## src/sv/b64d_pkg.sv

```systemverilog
// Shared types, codes and character classification for the base64 stream decoder.
`timescale 1ns / 1ps

package b64d_pkg;

    // Character kinds
    localparam logic [1:0] KIND_DATA = 2'd0;
    localparam logic [1:0] KIND_PAD  = 2'd1;
    localparam logic [1:0] KIND_BAD  = 2'd2;

    localparam logic [7:0] CHR_PAD   = 8'h3D; // '='
    localparam logic [7:0] CHR_PLUS  = 8'h2B; // '+'
    localparam logic [7:0] CHR_SLASH = 8'h2F; // '/'
    localparam logic [7:0] CHR_MINUS = 8'h2D; // '-'
    localparam logic [7:0] CHR_UNDER = 8'h5F; // '_'

    localparam logic [1:0] QUAD_LAST = 2'd3;

    typedef struct packed {
        logic [1:0] kind;
        logic [5:0] val;
    } t_class;

    // Up to three results caused by one character
    typedef struct packed {
        logic [23:0] bytes; // first byte in the high bits
        logic [1:0]  cnt;   // number of results, 0 to 3
        logic        err;
        logic        mend;  // last result closes the message
    } t_group;

    // Map one character to its sextet
    function automatic t_class classify(input logic [7:0] c, input logic url);
        t_class r;
        r.kind = KIND_BAD;
        r.val  = 6'd0;
        if (c inside {[8'h41:8'h5A]}) begin
            r.kind = KIND_DATA;
            r.val  = 6'(c - 8'h41);
        end else if (c inside {[8'h61:8'h7A]}) begin
            r.kind = KIND_DATA;
            r.val  = 6'(c - 8'h61 + 8'd26);
        end else if (c inside {[8'h30:8'h39]}) begin
            r.kind = KIND_DATA;
            r.val  = 6'(c - 8'h30 + 8'd52);
        end else if (c == CHR_PAD) begin
            r.kind = KIND_PAD;
        end else if (url) begin
            if (c == CHR_MINUS) begin
                r.kind = KIND_DATA;
                r.val  = 6'd62;
            end else if (c == CHR_UNDER) begin
                r.kind = KIND_DATA;
                r.val  = 6'd63;
            end
        end else begin
            if (c == CHR_PLUS) begin
                r.kind = KIND_DATA;
                r.val  = 6'd62;
            end else if (c == CHR_SLASH) begin
                r.kind = KIND_DATA;
                r.val  = 6'd63;
            end
        end
        return r;
    endfunction

endpackage

```

## src/sv/base64_stream_decoder.sv

```systemverilog
// Top level of the base64 stream decoder: configuration register and stream ports.
`timescale 1ns / 1ps

// Decodes base64 text, one character per input transaction, with tlast on the
// last character of a message. Characters are taken one per cycle unless the
// input stalls; a character is held in the input register, is decoded against
// the quad state, and its results land in the output buffer, which presents
// the first result. The fourth character of a quad yields up to three result
// transactions, which the output buffer issues one per cycle while i_m_tready
// is high, as the next quad's first three characters keep flowing; an error
// yields one result, after which the rest of the message is dropped. The
// output port gives one result per cycle while i_m_tready is high; the input
// stalls only when a character with results meets a buffer holding more than
// one result, or holding one that the output side does not take in that cycle.
// The alphabet register (bit 0: 0 standard, 1 URL-safe) is written through the
// configuration channel, which is always ready.

module base64_stream_decoder (
    input  logic       i_clk,
    input  logic       i_rst_n,
    input  logic       i_cfg_valid,
    output logic       o_cfg_ready,
    input  logic       i_cfg_data,   // url_alphabet
    input  logic       i_s_tvalid,
    output logic       o_s_tready,
    input  logic [7:0] i_s_tdata,    // [7:0] char_code
    input  logic       i_s_tlast,    // last_char
    output logic       o_m_tvalid,
    input  logic       i_m_tready,
    output logic [7:0] o_m_tdata,    // [7:0] byte_value
    output logic [2:0] o_m_tuser,    // [0] byte_valid, [1] error, [2] run_end
    output logic       o_m_tlast     // message_end
);
    import b64d_pkg::*;

    logic   r_url;
    logic   w_grp_valid;
    logic   w_grp_ready;
    t_group w_grp;
    logic   w_byte_valid;
    logic   w_error;
    logic   w_rend;

    assign o_cfg_ready = 1'b1;

    // Hold the alphabet select
    always_ff @(posedge i_clk) begin
        if (!i_rst_n) begin
            r_url <= 1'b0;
        end else if (i_cfg_valid) begin
            r_url <= i_cfg_data;
        end
    end

    b64d_decode u_dec (
        .i_clk       (i_clk),
        .i_rst_n     (i_rst_n),
        .i_valid     (i_s_tvalid),
        .o_ready     (o_s_tready),
        .i_char      (i_s_tdata),
        .i_last      (i_s_tlast),
        .i_url       (r_url),
        .o_grp_valid (w_grp_valid),
        .i_grp_ready (w_grp_ready),
        .o_grp       (w_grp)
    );

    b64d_out u_out (
        .i_clk        (i_clk),
        .i_rst_n      (i_rst_n),
        .i_grp_valid  (w_grp_valid),
        .o_grp_ready  (w_grp_ready),
        .i_grp        (w_grp),
        .o_valid      (o_m_tvalid),
        .i_ready      (i_m_tready),
        .o_byte       (o_m_tdata),
        .o_byte_valid (w_byte_valid),
        .o_error      (w_error),
        .o_mend       (o_m_tlast),
        .o_rend       (w_rend)
    );

    assign o_m_tuser = {w_rend, w_error, w_byte_valid};

    // An error result carries no byte and closes the message
    a_err_shape: assert property (@(posedge i_clk) disable iff (!i_rst_n)
        o_m_tvalid && o_m_tuser[1] |-> !o_m_tuser[0] && o_m_tlast && o_m_tuser[2])
        else $error("error result malformed");

    // Message end only on the last result of a transaction's run
    a_mend_rend: assert property (@(posedge i_clk) disable iff (!i_rst_n)
        o_m_tvalid && o_m_tlast |-> o_m_tuser[2])
        else $error("message end without run end");

    // Input stalls only behind a result group the buffer cannot take
    a_stall_cause: assert property (@(posedge i_clk) disable iff (!i_rst_n)
        !o_s_tready |-> w_grp_valid && !w_grp_ready)
        else $error("input stalled without cause");

    // A group is taken over pending results only when the buffer drains its final result
    a_load_drained: assert property (@(posedge i_clk) disable iff (!i_rst_n)
        w_grp_valid && w_grp_ready && o_m_tvalid |-> i_m_tready && o_m_tuser[2])
        else $error("group loaded over pending results");

endmodule

```

## src/sv/b64d_decode.sv

```systemverilog
// Input register, quad state and per-character decode into a result group.
`timescale 1ns / 1ps

module b64d_decode (
    input  logic            i_clk,
    input  logic            i_rst_n,
    input  logic            i_valid,
    output logic            o_ready,
    input  logic [7:0]      i_char,
    input  logic            i_last,
    input  logic            i_url,
    output logic            o_grp_valid,
    input  logic            i_grp_ready,
    output b64d_pkg::t_group o_grp
);
    import b64d_pkg::*;

    logic        r_in_valid;
    logic [7:0]  r_char;
    logic        r_last;
    logic [17:0] r_store;
    logic [1:0]  r_pos;
    logic [1:0]  r_pads;
    logic        r_disc;

    logic [17:0] n_store;
    logic [1:0]  n_pos;
    logic [1:0]  n_pads;
    logic        n_disc;

    t_class      w_cls;
    t_group      w_grp;
    logic        w_bad;
    logic [1:0]  w_pads;
    logic [23:0] w_full;
    logic        w_take;

    assign w_cls = classify(r_char, i_url);

    // Decode the held character against the quad state
    always_comb begin
        w_grp   = '0;
        n_store = r_store;
        n_pos   = r_pos;
        n_pads  = r_pads;
        n_disc  = r_disc;
        w_pads  = r_pads + ((w_cls.kind == KIND_PAD) ? 2'd1 : 2'd0);
        w_full  = {r_store, w_cls.val};
        w_bad   = (w_cls.kind == KIND_BAD)
                || (w_cls.kind == KIND_PAD && r_pos < 2'd2)
                || (w_cls.kind == KIND_DATA && r_pads != 2'd0)
                || (r_last && r_pos != QUAD_LAST)
                || (r_pos == QUAD_LAST && !r_last
                    && (r_pads != 2'd0 || w_cls.kind == KIND_PAD));
        if (r_disc) begin
            // drop until the last character of the message
            if (r_last) begin
                n_disc  = 1'b0;
                n_store = '0;
                n_pos   = '0;
                n_pads  = '0;
            end
        end else if (w_bad) begin
            w_grp.cnt  = 2'd1;
            w_grp.err  = 1'b1;
            w_grp.mend = 1'b1;
            n_disc     = !r_last;
            n_store    = '0;
            n_pos      = '0;
            n_pads     = '0;
        end else if (r_pos != QUAD_LAST) begin
            n_store = {r_store[11:0], w_cls.val};
            n_pos   = r_pos + 2'd1;
            n_pads  = w_pads;
        end else begin
            w_grp.bytes = w_full;
            w_grp.cnt   = (w_pads >= 2'd2) ? 2'd1 : 2'd3 - w_pads;
            w_grp.mend  = r_last;
            n_store     = '0;
            n_pos       = '0;
            n_pads      = '0;
        end
    end

    assign o_grp       = w_grp;
    assign o_grp_valid = r_in_valid && (w_grp.cnt != 2'd0);
    assign w_take      = r_in_valid && ((w_grp.cnt == 2'd0) || i_grp_ready);
    assign o_ready     = !r_in_valid || w_take;

    // Hold the incoming character
    always_ff @(posedge i_clk) begin
        if (!i_rst_n) begin
            r_in_valid <= 1'b0;
        end else if (o_ready) begin
            r_in_valid <= i_valid;
        end
        if (o_ready && i_valid) begin
            r_char <= i_char;
            r_last <= i_last;
        end
    end

    // Advance the quad state when the character is retired
    always_ff @(posedge i_clk) begin
        if (!i_rst_n) begin
            r_store <= '0;
            r_pos   <= '0;
            r_pads  <= '0;
            r_disc  <= 1'b0;
        end else if (w_take) begin
            r_store <= n_store;
            r_pos   <= n_pos;
            r_pads  <= n_pads;
            r_disc  <= n_disc;
        end
    end

endmodule

```

## src/sv/b64d_out.sv

```systemverilog
// Result buffer that drains one result group a result per cycle while the output is ready.
`timescale 1ns / 1ps

module b64d_out (
    input  logic             i_clk,
    input  logic             i_rst_n,
    input  logic             i_grp_valid,
    output logic             o_grp_ready,
    input  b64d_pkg::t_group i_grp,
    output logic             o_valid,
    input  logic             i_ready,
    output logic [7:0]       o_byte,
    output logic             o_byte_valid,
    output logic             o_error,
    output logic             o_mend,
    output logic             o_rend
);
    import b64d_pkg::*;

    logic [23:0] r_bytes;
    logic [1:0]  r_left;
    logic        r_err;
    logic        r_mend;

    assign o_valid      = (r_left != 2'd0);
    assign o_grp_ready  = (r_left == 2'd0) || (r_left == 2'd1 && i_ready);
    assign o_byte       = r_bytes[23:16];
    assign o_byte_valid = !r_err;
    assign o_error      = r_err;
    assign o_rend       = (r_left == 2'd1);
    assign o_mend       = (r_left == 2'd1) && r_mend;

    // Load a new group or shift out the presented result
    always_ff @(posedge i_clk) begin
        if (!i_rst_n) begin
            r_left <= '0;
        end else if (i_grp_valid && o_grp_ready) begin
            r_left <= i_grp.cnt;
        end else if (o_valid && i_ready) begin
            r_left <= r_left - 2'd1;
        end
        if (i_grp_valid && o_grp_ready) begin
            r_bytes <= i_grp.bytes;
            r_err   <= i_grp.err;
            r_mend  <= i_grp.mend;
        end else if (o_valid && i_ready) begin
            r_bytes <= {r_bytes[15:0], 8'd0};
        end
    end

endmodule

```

## config.mk

```make
export PLATFORM = sky130hd
export DESIGN_NAME = base64_stream_decoder
export DESIGN_NICKNAME = d
export VERILOG_FILES = /design/src/sv/b64d_pkg.sv /design/src/sv/base64_stream_decoder.sv /design/src/sv/b64d_decode.sv /design/src/sv/b64d_out.sv
export SDC_FILE = /design/constraint.sdc
export NUM_CORES = 1
export LEC_CHECK = 0
export ABC_AREA = 0
export BUFFER_PORTS_ARGS = -buffer_cell sky130_fd_sc_hd__buf_2
export CAP_MARGIN = 10
export CORE_UTILIZATION = 60
export CTS_BUF_LIST = sky130_fd_sc_hd__clkbuf_4 sky130_fd_sc_hd__clkbuf_8 sky130_fd_sc_hd__clkbuf_16
export CTS_CLUSTER_DIAMETER = 200
export DETAILED_ROUTE_END_ITERATION = 10
export PLACE_DENSITY_LB_ADDON = 0.08
export SLEW_MARGIN = 20
export SYNTH_ARGS = -nofsm -noshare
export SYNTH_HDL_FRONTEND = slang
export SYNTH_SLANG_ARGS = --single-unit
```

## constraint.sdc

```tcl
create_clock -name i_clk -period 9.65 [get_ports i_clk]
set_input_delay 1.4475 -clock i_clk [delete_from_list [all_inputs] [get_ports i_clk]]
set_output_delay 1.4475 -clock i_clk [all_outputs]
set_load 0.03 [all_outputs]
```

Word level (Yosys, flattened, before mapping) --
Cells that the tools add are included.
Word-level totals: logic and storage cells 111, register bits 62
Cells by class: reduce and logical (&&, ||, !) cells 34, $lt $le $gt $ge 8, multiplexer cells 37, equal/unequal tests 11, $add $sub $neg 9
Operators with widths (count):
- two-way mux 18 bit | 4
- two-way mux 24 bit | 3
- two-way mux 8 bit | 8
- equality test 8 x 6 -> 1 bit, second input constant | 4
- two-way mux 28 bit | 1
- two-way mux 26 bit | 1
- two-way mux 2 bit | 12
- greater-or-equal comparator 8 x 7 -> 1 bit, second input constant | 2
- <= comparator 8 x 7 -> 1 bit, second input constant | 2
- logical AND 1 bit | 15
- subtractor 6 bit, second input constant | 2
- equality test 8 x 7 -> 1 bit, second input constant | 1
- greater-or-equal comparator 8 x 6 -> 1 bit, second input constant | 1
- <= comparator 8 x 6 -> 1 bit, second input constant | 1
- logical OR 1 bit | 8
- nonzero test 2 bit | 4
- two-way mux 1 bit | 7
- adder 6 x 5 -> 6 bit, second input constant | 1
- adder 6 bit, second input constant | 1
- logical NOT 2 bit | 3
- two-way mux 6 bit | 1
- subtractor 6 x 1 -> 6 bit, second input constant | 1
- equality test 2 x 1 -> 1 bit, second input constant | 2
- equality test 2 bit, second input constant | 2
- other kinds (10) | 12

Depth between registers and ports, before layout --
Gate-level depths: netlist (run 1).
word-level depth 21, mapped depth 13, depth with buffers taken out 11

Cells and area by module --
Synthesis (run 1) repeated with hierarchy kept, for this count alone.
Unflattened totals: cell total of the unflattened synthesis 352, area total of the unflattened synthesis 3797.4 um^2
Modules (own cells, without submodules):
- b64d_decode | cells an instance 261, instances 1, seq. area each 750.7 um^2, area each 2398.6 um^2
- b64d_out | cells an instance 83, instances 1, seq. area each 820.8 um^2, area each 1328.8 um^2
- base64_stream_decoder | cells an instance 8, instances 1, seq. area each 20.0 um^2, area each 70.1 um^2

Worst setup path after synthesis (run 1) --
OpenSTA, ideal clock, no wires.
kind register -> register, from register u_dec.r_char[2], to register u_out.r_left[0], path slack 5769 ps, arrival 3650 ps, library setup time 231 ps, stages on the path, launching flop included 9, path buffers 0, period minus slack after synthesis 3881 ps, cells stage by stage edfxtp_1 -> inv_1 -> ha_1 -> nor2b_1 -> o21ai_0 -> a21boi_4 -> a31oi_4 -> o21ai_0 -> o311ai_0
Between the ends: cells in the longest elaborated chain, start to end 20, elaborated cells between the ends (all ways) 47, those cells by class add/sub (2); order compare (7); eq/ne (7); mux (15); reduce/logical (16)
RTL lines:
- from (decl) | RTL line b64d_decode.sv:19 | logic [7:0] r_char;
- from (signal assigned) | RTL line b64d_decode.sv:98 | r_char <= i_char;
- equality test 8 x 6 -> 1 bit / equality test 8 x 7 -> 1 bit (equally long branches) | RTL line b64d_pkg.sv:60, b64d_pkg.sv:52
- two-way mux 8 bit, on equally long branches | RTL line b64d_pkg.sv:60, b64d_pkg.sv:52
- two-way mux 8 bit, on equally long branches | RTL line b64d_pkg.sv:57, b64d_pkg.sv:49
- two-way mux 8 bit | RTL line b64d_pkg.sv:48 | end else if (url) begin
- two-way mux 2 bit | RTL line b64d_pkg.sv:46 | end else if (c == CHR_PAD) begin
- two-way mux 8 bit | RTL line b64d_pkg.sv:43 | end else if (c inside {[8'h30:8'h39]}) begin
- two-way mux 8 bit | RTL line b64d_pkg.sv:40 | end else if (c inside {[8'h61:8'h7A]}) begin
- two-way mux 8 bit * | RTL line b64d_pkg.sv:37 | if (c inside {[8'h41:8'h5A]}) begin
- [... 4 more ...]
- two-way mux 2 bit / logical OR 1 bit (equally long branches) | RTL line b64d_decode.sv:77, b64d_decode.sv:52
- two-way mux 26 bit / logical OR 1 bit (equally long branches) | RTL line b64d_decode.sv:71, b64d_decode.sv:53
- two-way mux 2 bit * | RTL line b64d_decode.sv:63 | end else if (w_bad) begin
- two-way mux 28 bit * | RTL line b64d_decode.sv:55 | if (r_disc) begin
- nonzero test 2 bit | RTL line b64d_decode.sv:86 | assign o_grp_valid = r_in_valid && (w_grp.cnt != 2'd0);
- logical AND 1 bit | RTL line b64d_decode.sv:86
- logical AND 1 bit | RTL line b64d_out.sv:37 | end else if (i_grp_valid && o_grp_ready) begin
- two-way mux 2 bit / nonzero test 2 bit (equally long branches)
- to (signal assigned) | RTL line b64d_out.sv:38 | r_left <= i_grp.cnt;
- to (signal assigned) | RTL line b64d_out.sv:40 | r_left <= r_left - 2'd1;
- to (decl) | RTL line b64d_out.sv:21 | logic [1:0] r_left;
Every way passes the cells marked *; elsewhere a longest branch is shown, timed or not. A chain may end at the register's enable or synchronous reset.

Worst setup path after layout (run 1) --
from register u_dec.r_char[1], to output port o_s_tready
Between the ends: cells in the longest elaborated chain, start to end 20, elaborated cells between the ends (all ways) 46, those cells by class add/sub (2); order compare (7); eq/ne (7); mux (14); reduce/logical (16)
RTL lines:
- equality test 8 x 6 -> 1 bit / equality test 8 x 7 -> 1 bit (equally long branches) | RTL line b64d_pkg.sv:60, b64d_pkg.sv:52
- two-way mux 8 bit, on equally long branches | RTL line b64d_pkg.sv:60, b64d_pkg.sv:52
- two-way mux 8 bit, on equally long branches | RTL line b64d_pkg.sv:57, b64d_pkg.sv:49
- two-way mux 8 bit | RTL line b64d_pkg.sv:48
- two-way mux 2 bit | RTL line b64d_pkg.sv:46
- two-way mux 8 bit | RTL line b64d_pkg.sv:43
- two-way mux 8 bit | RTL line b64d_pkg.sv:40
- two-way mux 8 bit * | RTL line b64d_pkg.sv:37
- [... 4 more ...]
- two-way mux 2 bit / logical OR 1 bit (equally long branches) | RTL line b64d_decode.sv:77, b64d_decode.sv:52
- two-way mux 26 bit / logical OR 1 bit (equally long branches) | RTL line b64d_decode.sv:71, b64d_decode.sv:53
- two-way mux 2 bit * | RTL line b64d_decode.sv:63
- two-way mux 28 bit * | RTL line b64d_decode.sv:55
- logical NOT 2 bit * | RTL line b64d_decode.sv:87 | assign w_take = r_in_valid && ((w_grp.cnt == 2'd0) || i_grp_ready);
- logical OR 1 bit * | RTL line b64d_decode.sv:87
- logical AND 1 bit * | RTL line b64d_decode.sv:87
- logical OR 1 bit * | RTL line b64d_decode.sv:88 | assign o_ready = !r_in_valid || w_take;
- to (decl) | RTL line base64_stream_decoder.sv:25 | output logic o_s_tready,
Marked as above.

==> impl_metrics.toml, run 1 <==
[run_status]
status = "complete, no violations"

[synth]
yosysSeqAreaShare_pct = 48.25
synthFlopType = "edfxtp_1"
syn_area_per_cell_sq_um = 11.22
synth_area_sq_um = 3298
synthCells = 294
synth-edff-count = 35
postSynthNetCount = 322
yosysWarnings = 0
synthArstFlopShare_pct = 0
ys_seq_elements = 62
netlist-cell-type-count = 70

[final_layout]
layoutNonFillerInstCount = 386
area_growth_pct = 7.967
antennaDiodeCount = 0
drive_gt1_share_pct = 20.25
final_nets = 339
final_util_pct = 68.41

[sta]
relSlewSlack_pct = 48.84
period_minus_slack_ns = 4.553
finalMaxSlewViolations = 0
worst_slew_pin_slew_ns = 0.7674
finClkSkew_ns = 0.007188
timing.final.crit_share_pct = 47.18
setup_violations = 0
fin_setup_tns_ns = 0
fmax_ghz = 0.2196
hold_violations = 0
rsz0062_at_grt = "false"

[critical_path]
reg2reg_from = "u_dec.r_char[1]$_DFFE_PP_"
path_class = "reg -> out"
critPathRequiredTime_ns = 8.20
worst-path-max-fanout = 9
crit_end = "o_s_tready"
cp-startpoint = "u_dec.r_char[1]$_DFFE_PP_"
endpoint_kind = "output port"
start_kind = "flip-flop"
reg2reg_depth = 11
arrival_ns = 3.11
reg2reg_slack_ns = 6.30
rr_endpoint = "u_out.r_bytes[12]$_DFFE_PP_"

[place]
port_buffers = 28
gp_congestion = 0.9233
post-dp-hpwl_microns = 4337
placed_cells = 370

[die]
dieWidth_microns = 76.14
dieHeight_microns = 76.14
initial_core_util_pct = 63.37
rows = 26
io_pins = 30
dieArea_sq_um = 5797
fp.coreArea_sq_um = 5205

[global_route]
grt_pass1_vias = 2180
antenna_found_initial = 0
track_usage_pct = 23.07
grt_pass1_wl_microns = 10330
grt.overflow.total = 0
grt_max_degree = 28

[clocking]
cts_sinks = 62
holdBufCountCts = 0
h-tree-depth = 3
postCtsSetupRepairBufs = 0
cts-buffers-inserted = 9
cts_root_buf = "clkbuf_8"
clkTransAtPathRegs_ns = 0.07
cts_tree = "done"
clk_latency_ns = 0.34
cts_resized = 0
clock_path_buffers = 2

[detailed_routing]
drc = 0
wl_per_cell_microns = 16.05
drt_pre_antenna_iters = 4
detail-route-antenna-nets = 0
avgViaCountPerCell = 6.078
wirelength_microns = 6197
first_iter_violations = 162
vias = 2346

[worst_hold_path]
hold_path.class = "reg -> reg"

[pwr]
power_frac_clock_pct = 26.1
power_frac_comb_pct = 28.9
peakVddDrop_mv = 0.1244
p_leak_nw = 1.389
seq_power_share_pct = 45.0
p_sw_share_pct = 33.92
power_switching_uw = 287.7
power_density_nw_per_um2 = 238.2
p_int_uw = 560.5

[flow_run]
drv_cap = 0
==> layout make-up <==
cell class | instances | area, sq um
repair buffers | 29 | 147.6
well taps | 70 | 87.58
fillers | 412 | 1644
multi-input cells | 192 | 1475
clock buffers | 10 | 131.4
flip-flops and latches | 62 | 1592
clock inverters | 6 | 61.31
inverters | 17 | 66.31
==> synthesized netlist by cell type (4+ instances only) <==
library cell	number	share of area (%)
inv_1	15	1.7
edfxtp_1	35	32
a21oi_1	8	1.2
nor2b_1	5	0.95
nor2_1	15	1.7
buf_6	4	1.4
buf_4	13	3.0
a22o_1	31	8.2
o2bb2ai_1	4	1.1
ha_1	13	4.9
dfxtp_1	27	16
and2_1	7	1.3
nand2_1	17	1.9
a31oi_1	4	0.76
nand3_1	8	1.2
o21ai_0	14	2.1
==> placed cells by master (no fill, tap or decap), types with 3 or more instances in the layout <==
| master | netlist | final |
|---|---|---|
| a21oi_1 | 8 | 8 |
| a22o_1 | 31 | 31 |
| a311oi_1 | 3 | 3 |
| a31oi_1 | 4 | 4 |
| and2_1 | 7 | 7 |
| buf_2 | 3 | 28 |
| clkbuf_8 | 0 | 9 |
| clkinv_2 | 0 | 3 |
| dfxtp_1 | 27 | 27 |
| edfxtp_1 | 35 | 35 |
| ha_1 | 13 | 13 |
| inv_1 | 15 | 15 |
| nand2_1 | 17 | 17 |
| nand3_1 | 8 | 8 |
| nand4_1 | 3 | 3 |
| nor2_1 | 15 | 15 |
| nor2b_1 | 5 | 5 |
| o21ai_0 | 14 | 13 |
| o2bb2ai_1 | 4 | 4 |
==> cells by family after synthesis <==
group / after synthesis / synth area share, %
muxes: 5 / 1.631
AOI/OAI and AO/OA: 90 / 22.42
and+or+nand+nor: 80 / 14.72
adders and majority gates: 13 / 4.932
other: 1 / 0.1137
buffers and inverters: 40 / 7.132
DFF: 62 / 48.26
xor gates and xnor gates: 3 / 0.7968
==> sequential cells by signal, summed over array words and instances, names as in the netlist <==
| register | cells |
|---|---|
| u_out.r_bytes | 24 |
| u_dec.r_store | 18 |
| u_dec.r_char | 8 |
| u_dec.r_pads | 2 |
| u_dec.r_pos | 2 |
| u_out.r_left | 2 |
| r_url | 1 |
| u_dec.r_disc | 1 |
| u_dec.r_in_valid | 1 |
| u_dec.r_last | 1 |
| u_out.o_error | 1 |
| u_out.r_mend | 1 |
==> metal layers <==
metal,routed length [microns],up-vias,GRT usage [%]
li1,-,1154,-
met1,2886,1109,30.86
met3,294,19,4.431
met4,190,0,12.69
met5,0,-,0
met2,2825,64,35.36
==> worst min-delay path by stage <==
stage / startpoint / depth (start not counted) / to
floorplan: u_dec.r_store[12]$_SDFFE_PN0P_ / 1 / u_dec.r_store[12]$_SDFFE_PN0P_
global placement: u_dec.r_store[16]$_SDFFE_PN0P_ / 1 / u_dec.r_store[16]$_SDFFE_PN0P_
detailed placement: u_dec.r_store[16]$_SDFFE_PN0P_ / 1 / u_dec.r_store[16]$_SDFFE_PN0P_
CTS: u_dec.r_store[16]$_SDFFE_PN0P_ / 1 / u_dec.r_store[16]$_SDFFE_PN0P_
global route: u_dec.r_store[14]$_SDFFE_PN0P_ / 1 / u_dec.r_store[14]$_SDFFE_PN0P_
finish: u_dec.r_store[15]$_SDFFE_PN0P_ / 1 / u_dec.r_store[15]$_SDFFE_PN0P_
==> through the flow <==
| step | power [mW] | area (sq um) | setup slack, ns | hold WS (ns) |
|---|---|---|---|---|
| after global placement | 0.6283 | 3368 | 5.608 | 0.4606 |
| after floorplan | 0.5942 | 3298 | 5.769 | 0.4431 |
| final | 0.8483 | 3561 | 5.097 | 0.4830 |
| after global routing | 0.8970 | 3561 | 4.901 | 0.5123 |
| after CTS | 0.8550 | 3561 | 5.108 | 0.4823 |
| after detailed placement | 0.6335 | 3368 | 5.476 | 0.4631 |
==> critical path, cell delays in order, from the launching register on <==
cell	delay, ns
edfxtp_1	0.52
inv_1	0.13
ha_1	0.25
nor2b_1	0.14
o21ai_0	0.36
nand4_1	0.40
a31oi_4	0.30
and3b_1	0.25
nor2b_1	0.17
inv_1	0.07
buf_2	0.19
==> power groups by stage <==
stage,sequential [mW],combinational [mW],clock (mW)
finish,0.382,0.246,0.221
global route,0.388,0.270,0.239
CTS,0.382,0.247,0.226
detailed placement,0.388,0.246,0
global placement,0.384,0.244,0
floorplan,0.380,0.214,0
No activity file was read; power rests on OpenSTA's default activity.
==> run 2: changes to the inputs <==
- CORE_UTILIZATION: 60 -> 59
- clock period: 9.65 -> 4.5 ns (I/O delays scaled with it)
==> run 2 against run 1 <==
Final cell count unchanged; worst setup slack lost 4.5 ns; non-clock buffer count did not move; total power is 110% higher; critical path type unchanged; highest routed layer unchanged.
==> impl_metrics.toml, run 2 (synthesis gave the netlist of run 1 again) <==
[run_status]
status = "complete, no violations"

[critical_path]
reg2reg_depth = 11
path_class = "reg -> out"
start_kind = "flip-flop"
reg2reg_from = "u_dec.r_char[0]$_DFFE_PP_"
cp-startpoint = "u_dec.r_char[0]$_DFFE_PP_"
critPathRequiredTime_ns = 3.83
endpoint_kind = "output port"
worst-path-max-fanout = 8
arrival_ns = 3.24

[global_route]
grt.overflow.total = 0
antenna_found_initial = 0
track_usage_pct = 23.71
grt_max_degree = 28
grt_pass1_wl_microns = 10650
grt_pass1_vias = 2152

[worst_hold_path]
hold_path.class = "reg -> reg"
min_from = "u_dec.r_store[16]$_SDFFE_PN0P_"
min_path_cells = 1

[final_layout]
final_nets = 339
largest_registers = "u_out.r_bytes: 24 flops, u_dec.r_store: 18 flops, u_dec.r_char: 8 flops"
final_cell_mix = "edfxtp_1 (35), a22o_1 (31), buf_2 (28), dfxtp_1 (27), nand2_1 (17)"
antennaDiodeCount = 0
mostFrequentLayoutCell = "edfxtp_1"
regMostFlops = "u_out.r_bytes"
largest_reg_flops = 24
area_growth_pct = 7.701
drive_gt1_share_pct = 20.25
fin_area_sq_um = 3552

[die]
dieArea_sq_um = 5893
dieWidth_microns = 76.77
rows = 26
fp.coreArea_sq_um = 5238
dieHeight_microns = 76.77
io_pins = 30
initial_core_util_pct = 62.97

[clocking]
h-tree-depth = 3
cts_resized = 0
cts_sinks = 62
cts-buffers-inserted = 9
clkTransAtPathRegs_ns = 0.08
holdBufCountCts = 0
clk_latency_ns = 0.35
clock_path_buffers = 2
cts_root_buf = "clkbuf_8"
cts_tree = "done"
postCtsSetupRepairBufs = 0

[sta]
setup_violations = 0
fin_ws_ns = 0.5881
fin_setup_tns_ns = 0
worst_slew_pin_slew_ns = 0.7417
rsz0062_at_grt = "false"
fmax_ghz = 0.2556
finalMaxSlewViolations = 0
relSlewSlack_pct = 50.55
hold_violations = 0
finClkSkew_ns = 0.009663
period_minus_slack_ns = 3.912
timing.final.crit_share_pct = 86.93

[detailed_routing]
wl_per_cell_microns = 16.68
drc = 0
first_iter_violations = 118
vias = 2357
drt_pre_antenna_iters = 4
detail-route-antenna-nets = 0
wirelength_microns = 6437
avgViaCountPerCell = 6.106

[place]
placed_area_sq_um = 3368
post-dp-hpwl_microns = 4386
gp_congestion = 0.9107
port_buffers = 28
dpl_worst_slack_ns = 0.9651

[pwr]
p_leak_nw = 1.378
power_density_nw_per_um2 = 507.5
peakVddDrop_mv = 0.3057
finalPower_mw = 1.803

[flow_run]
drv_cap = 0
==> run 2: cell types whose count changed in the layout (fill, tap and decap cells not counted), sizes merged <==
cell / change
clkinvlp: +1
bufinv: -1
==> run 2: worst paths after layout <==
path / endpoint / slack [ns]
max: o_s_tready / 0.59
min: u_dec.r_store[16]$_SDFFE_PN0P_ / 0.49
min reg2reg: u_dec.r_store[16]$_SDFFE_PN0P_ / 0.49
max reg2reg: u_out.r_bytes[9]$_DFFE_PP_ / 1.00
==> run 2: power breakdown <==
group          internal [mW]  switching (mW)
sequential             0.762          0.0521
clock                  0.217           0.237
combinational          0.180           0.355
==> run 2: final cells by class <==
cell class | instances | area [sq um]
fill | 404 | 1685
sequential | 62 | 1592
tap | 70 | 87.58
multi-input combinational | 192 | 1475
inverter | 17 | 66.31
clock buffer | 10 | 137.6
timing repair buffer | 29 | 147.6
clock inverter | 6 | 46.29
==> run 2: metal layers <==
metal	wire length, microns	global-route usage (%)
met1	2998	31.18
met2	3104	36.70
met3	304	6.429
met5	0	0
met4	29	10.19
==> run 2: critical path, stage by stage, from the launching register on <==
cell and delay [ns]:
edfxtp_1 0.50, inv_1 0.15, ha_1 0.29, nor2b_1 0.15, o21ai_0 0.37, nand4_1 0.44, a31oi_4 0.31, and3b_1 0.25
nor2b_1 0.17, inv_1 0.07, buf_2 0.19
==> run 2: per-stage QoR <==
stage	std cells	hold WS, ns	utilization [%]
after global routing	386	0.4842	67.82
final	386	0.4852	67.82
after global placement	370	0.4667	64.31
after floorplan	294	0.4431	-
after detailed placement	370	0.4655	64.31
after CTS	386	0.4894	67.82
